==> config.mk <==
export PLATFORM = sky130hd
export DESIGN_NAME = rpg_ctrl
export DESIGN_NICKNAME = d
export VERILOG_FILES = /design/src/design/rpg_pkg.sv /design/src/design/rpg_ctrl.sv
export SDC_FILE = /design/constraint.sdc
export NUM_CORES = 1
export LEC_CHECK = 0
export BUFFER_PORTS_ARGS = -buffer_cell sky130_fd_sc_hd__buf_4
export CORE_UTILIZATION = 53
export CTS_CLUSTER_DIAMETER = 100
export CTS_CLUSTER_SIZE = 16
export DETAILED_ROUTE_END_ITERATION = 16
export PLACE_DENSITY = 0.74
export SYNTH_ARGS = -nofsm -noshare
export SYNTH_HDL_FRONTEND = slang
export SYNTH_SLANG_ARGS = --single-unit
==> constraint.sdc <==
create_clock -name clk -period 2.5 [get_ports clk]
set_input_delay 0.25 -clock clk [delete_from_list [all_inputs] [get_ports clk]]
set_output_delay 0.25 -clock clk [all_outputs]
set_load 0.02 [all_outputs]
==> src/design/rpg_pkg.sv <==
// rpg_pkg: payload structs, command codes and controller interface types
// for the rounded polygon path generator; no dependencies
package rpg_pkg;

  localparam int CW = 24;
  localparam int RADIUS_W = 23;

  localparam logic [1:0] CMD_MOVE = 2'd0;
  localparam logic [1:0] CMD_QUAD = 2'd1;
  localparam logic [1:0] CMD_LINE = 2'd2;

  typedef struct packed {
    logic signed [CW-1:0] vert_x;
    logic signed [CW-1:0] vert_y;
    logic                 vert_last;
  } vert_t;

  typedef struct packed {
    logic [1:0]           cmd;
    logic signed [CW-1:0] ctrl_x;
    logic signed [CW-1:0] ctrl_y;
    logic signed [CW-1:0] end_x;
    logic signed [CW-1:0] end_y;
    logic                 path_done;
    logic                 run_last;
  } path_cmd_t;

  // edge endpoint selection
  typedef enum logic [1:0] {
    SEL_FIRST_SECOND = 2'd0,
    SEL_PREV_CUR     = 2'd1,
    SEL_CUR_FIRST    = 2'd2
  } edge_sel_t;

  typedef struct packed {
    logic      capture;   // latch input vertex
    logic      start;     // begin ratio computation
    edge_sel_t sel;
    logic      emit;      // load output register
    logic      emit_line; // line (else start point)
    logic      emit_move;
    logic      emit_done;
    logic      emit_last;
  } dp_cmd_t;

  typedef struct packed {
    logic busy;
  } dp_stat_t;

endpackage

==> src/design/rpg_ctrl.sv <==
// rpg_ctrl: sequencer that walks the edges for each vertex and paces
// output transactions; depends on rpg_pkg
module rpg_ctrl (
  input  logic               clk,
  input  logic               rst,
  input  logic               in_valid,
  output logic               in_ready,
  input  logic               in_last,
  output logic               out_valid,
  input  logic               out_ready,
  output rpg_pkg::dp_cmd_t   cmdo,
  input  rpg_pkg::dp_stat_t  stat
);
  typedef enum logic [5:0] {
    C_IDLE = 6'b000001, C_CALC = 6'b000010, C_WAIT = 6'b000100,
    C_S = 6'b001000, C_E = 6'b010000, C_OUT = 6'b100000
  } st_t;

  st_t st;
  logic [1:0] seen;
  logic last;
  logic [2:0] step;    // 0 first edge, 1 prev edge, 2 closing edge, 3 final quad
  logic out_full;

  assign in_ready = (st == C_IDLE) && !out_full;
  assign out_valid = out_full;

  function automatic logic [2:0] next_step(input logic [2:0] s, input logic l);
    if (s == 3'd0) next_step = 3'd1;
    else if (s == 3'd1) next_step = l ? 3'd2 : 3'd4;
    else if (s == 3'd2) next_step = 3'd3;
    else next_step = 3'd4;
  endfunction

  always_comb begin
    cmdo = '0;
    cmdo.capture = in_valid && in_ready;
    cmdo.sel = (step == 3'd1) ? rpg_pkg::SEL_PREV_CUR :
               (step == 3'd2) ? rpg_pkg::SEL_CUR_FIRST : rpg_pkg::SEL_FIRST_SECOND;
    cmdo.start = (st == C_CALC);
    if ((st == C_S || st == C_E) && !out_full) begin
      cmdo.emit = 1'b1;
      cmdo.emit_line = (st == C_E);
      cmdo.emit_move = (st == C_S) && (step == 3'd0);
      cmdo.emit_done = (st == C_S) && (step == 3'd3);
      cmdo.emit_last = ((st == C_E) && next_step(step, last) == 3'd4) ||
                       ((st == C_S) && step == 3'd3);
    end
  end

  always_ff @(posedge clk) begin
    if (rst) begin
      st <= C_IDLE;
      seen <= '0;
      out_full <= 1'b0;
      step <= '0;
      last <= 1'b0;
    end else begin
      if (out_full && out_ready) out_full <= 1'b0;
      if (cmdo.emit) out_full <= 1'b1;
      case (st)
        C_IDLE: if (in_valid && in_ready) begin
          last <= in_last;
          if (seen == 2'd0 || seen == 2'd1) begin
            seen <= in_last ? 2'd0 : seen + 2'd1;
          end else begin
            step <= (seen == 2'd2) ? 3'd0 : 3'd1;
            seen <= in_last ? 2'd0 : 2'd3;
            st <= C_WAIT;
          end
        end
        C_WAIT: st <= C_CALC;
        C_CALC: st <= C_OUT;
        C_OUT: if (!stat.busy) st <= C_S;
        C_S: if (!out_full) st <= (step == 3'd3) ? C_IDLE : C_E;
        C_E: if (!out_full) begin
          if (next_step(step, last) == 3'd4) st <= C_IDLE;
          else begin
            step <= next_step(step, last);
            st <= C_CALC;
          end
        end
        default: st <= C_IDLE;
      endcase
    end
  end
endmodule

==> flow_metrics.py <==
metrics = {
    "outcome": {
        "status": "finished clean",
    },
    "logic_synthesis": {
        "synth_top_area_share_pct": 29.8,
        "yosysTopAreaCell": "dfxtp_1",
        "yosys-top-cells-area": "dfxtp_1, nor4_4, ha_1",
        "synthArstFlopShare_pct": 0,
        "synth_area_um2": 872,
        "yosysWarnings": 0,
        "synth-seq-cells": 13,
        "synthDistinctLibCells": 42,
        "synthCells": 104,
        "synth_edf_count": 0,
        "syn_area_per_cell_um2": 8.39,
        "yosys-top-cells-count": "dfxtp_1, nor2_1, inv_1, nand2_1, a21oi_1",
        "synth.most_common_cell": "dfxtp_1",
        "ys.flop_type": "dfxtp_1",
        "mappedNetlistNets": 113,
        "yosysSeqAreaShare_pct": 29.8,
    },
    "layout": {
        "num-fill-cells": 152,
        "multiInputGateArea_um2": 564,
        "drive_gt1_share_pct": 21.5,
        "final_nets": 131,
        "regArea_um2": 260,
        "syn_to_final_growth_pct": 17.5,
        "diodes": 0,
        "fin_util_pct": 67.2,
    },
    "worst_setup_path": {
        "rrSetupSlack_ps": 640,
        "path_depth": 5,
        "worstPathCellList": "nor4b_2 -> nand2_1 -> o22ai_1 -> and2_1 -> buf_4",
        "r2r-start": "seen[0]$_SDFFE_PP0P_",
        "critPathLaunchType": "flip-flop",
        "crit_path_max_fanout": 7,
        "slowest_stage": "dfxtp_1",
        "slowest_delay_ps": 500,
        "crit_type": "flip-flop to output pin",
        "critical_path_arrival_ps": 1860,
        "reg2reg_depth": 5,
        "worstSetupEndpointType": "output pin",
        "reg2reg_to": "st[0]$_SDFFE_PP1P_",
        "required_ps": 2250,
        "crit_buf_inv": 1,
        "cpLargestDelayFamily": "simple AND/OR/NAND/NOR gates",
    },
    "drt": {
        "ant_nets": 0,
        "dr.pass1.iters": 4,
        "vias_per_cell": 5.98,
        "vias": 819,
        "initialDrtViolationCount": 12,
        "wl_mm": 1.87,
        "avgRoutedWirePerCell_um": 13.7,
        "drc": 0,
    },
    "grt": {
        "grt.total_usage_pct": 23.9,
        "antenna_found_initial": 0,
        "grt_pass1_vias": 764,
        "overflow": 0,
        "grt_pass1_wl_mm": 3.26,
        "grt_max_degree": 12,
    },
    "sta": {
        "max_clock_freq_ghz": 0.474,
        "period_needed_ps": 2110,
        "fin_setup_tns_ps": 0,
        "slew_headroom_pct": 68.9,
        "setup_viol_count_final": 0,
        "period_share_pct": 84.5,
        "slew_violations": 0,
        "hold_viol": 0,
        "grt_setup_unrepaired": "false",
        "fin_worst_skew_ps": 0.253,
        "tightest_slew_ps": 462,
    },
    "die": {
        "start_util_pct": 57.2,
        "fp.coreArea_um2": 1520,
        "die-height_um": 42.6,
        "die_w_um": 42.6,
        "ios": 17,
        "fp.dieArea_um2": 1810,
        "fp-row-count": 14,
    },
    "placed_design": {
        "dpl.hpwl_mm": 1.45,
        "place_congestion": 0.825,
        "portBuffers": 16,
    },
    "hold_path": {
        "hp-class": "input pin to flip-flop",
        "holdPathEnd": "seen[1]$_SDFFE_PP0P_",
        "hold_depth": 2,
        "worstHoldStart": "rst",
    },
    "power": {
        "peakVddDrop_mv": 0.554,
        "leakagePower_nw": 0.442,
        "powerDensity_nw_per_um2": 715,
    },
    "clock_tree": {
        "ctsHtreeMaxLevel": 1,
        "cts.sinks": 13,
        "clockRootBuffer": "clkbuf_4",
        "clockBufferDepth": 2,
        "numCtsBuffers": 3,
        "clk_pin_slew_ps": 80,
        "cts_hold_buf": 0,
        "cts_setup_buffers": 0,
        "cts_resized": 0,
        "insertion_delay_ps": 270,
        "cts_tree": "yes",
    },
    "flow_run": {
        "max_cap_viol_count": 0,
    },
}
[state kept, by name, summed over array words and instances, names as in the netlist]
signal and flops:
last 1, out_valid 1, st 6, step 3, seen 2
[how the worst max path moves through the flow]
stage                                    end                  from  slack [ps]
after floorplan                      cmdo[2]    st[4]$_SDFFE_PP0P_         740
after global routing                 cmdo[0]    st[3]$_SDFFE_PP0P_         230
final                                cmdo[0]    st[3]$_SDFFE_PP0P_         390
after CTS                            cmdo[0]    st[3]$_SDFFE_PP0P_         390
after global placement               cmdo[0]    st[3]$_SDFFE_PP0P_         730
after detailed placement  st[0]$_SDFFE_PP1P_  seen[1]$_SDFFE_PP0P_         670
[through the flow]
stage                     total power (W)  cells  hold WS [ps]  setup slack [ps]  cell area [um^2]
after floorplan                  0.000519    104           394               738               872
after global placement           0.000601    133           473               726               998
after detailed placement         0.000606    133           480               667               998
after CTS                        0.000736    137           217               394              1020
after global routing             0.000785    137           215               225              1020
final                            0.000733    137           219               388              1020
[logic make-up after synthesis]
logic type	count (synthesis)	synth area share, %
AND/OR/NAND/NOR	51	38.9
XOR/XNOR	2	2.01
buffers and inverters	12	5.45
AO/OA/AOI/OAI	21	17.2
flip-flops	13	29.8
adder cells (fa/ha/maj)	3	4.30
multiplexers	2	2.30
[cell usage in the layout, fill, tap and decap left out, drive strengths merged, types with 2 or more instances in the layout]
master	synthesis	routed
ha	3	3
buf	2	16
nor2b	2	2
xor2	2	2
o21a	2	2
nor4b	2	2
nor4	4	4
a211oi	2	2
nor3	4	4
nand4	3	3
o21ai	2	2
nand3	2	2
nand3b	4	4
nand2	9	9
and2	2	2
nor2	10	10
clkbuf	1	4
and3	2	2
mux2i	2	2
dfxtp	13	13
a21oi	6	6
inv	9	9
[routing by layer]
layer	wire, um	share of wire [%]	up-vias	track usage, %
li1	-	-	410	-
met1	885	47	384	30.8
met5	0	0	-	0
met3	101	5.4	4	3.88
met4	32	1.7	0	9.38
met2	855	46	21	39.7
[report_power, final]
part           switching (W)  leakage [nW]  internal (W)
clock              0.0000683        0.0150     0.0000618
combinational       0.000173         0.322      0.000151
sequential         0.0000457         0.105      0.000233
[area by class of cell]
type                       count  area share (%)
inverter                       9            3.30
timing repair buffer          16            11.7
sequential                    13            25.4
tap                           16            1.95
multi-input combinational     79            55.1
clock buffer                   4            2.56
Note: power is estimated with default switching activity, not from simulation.
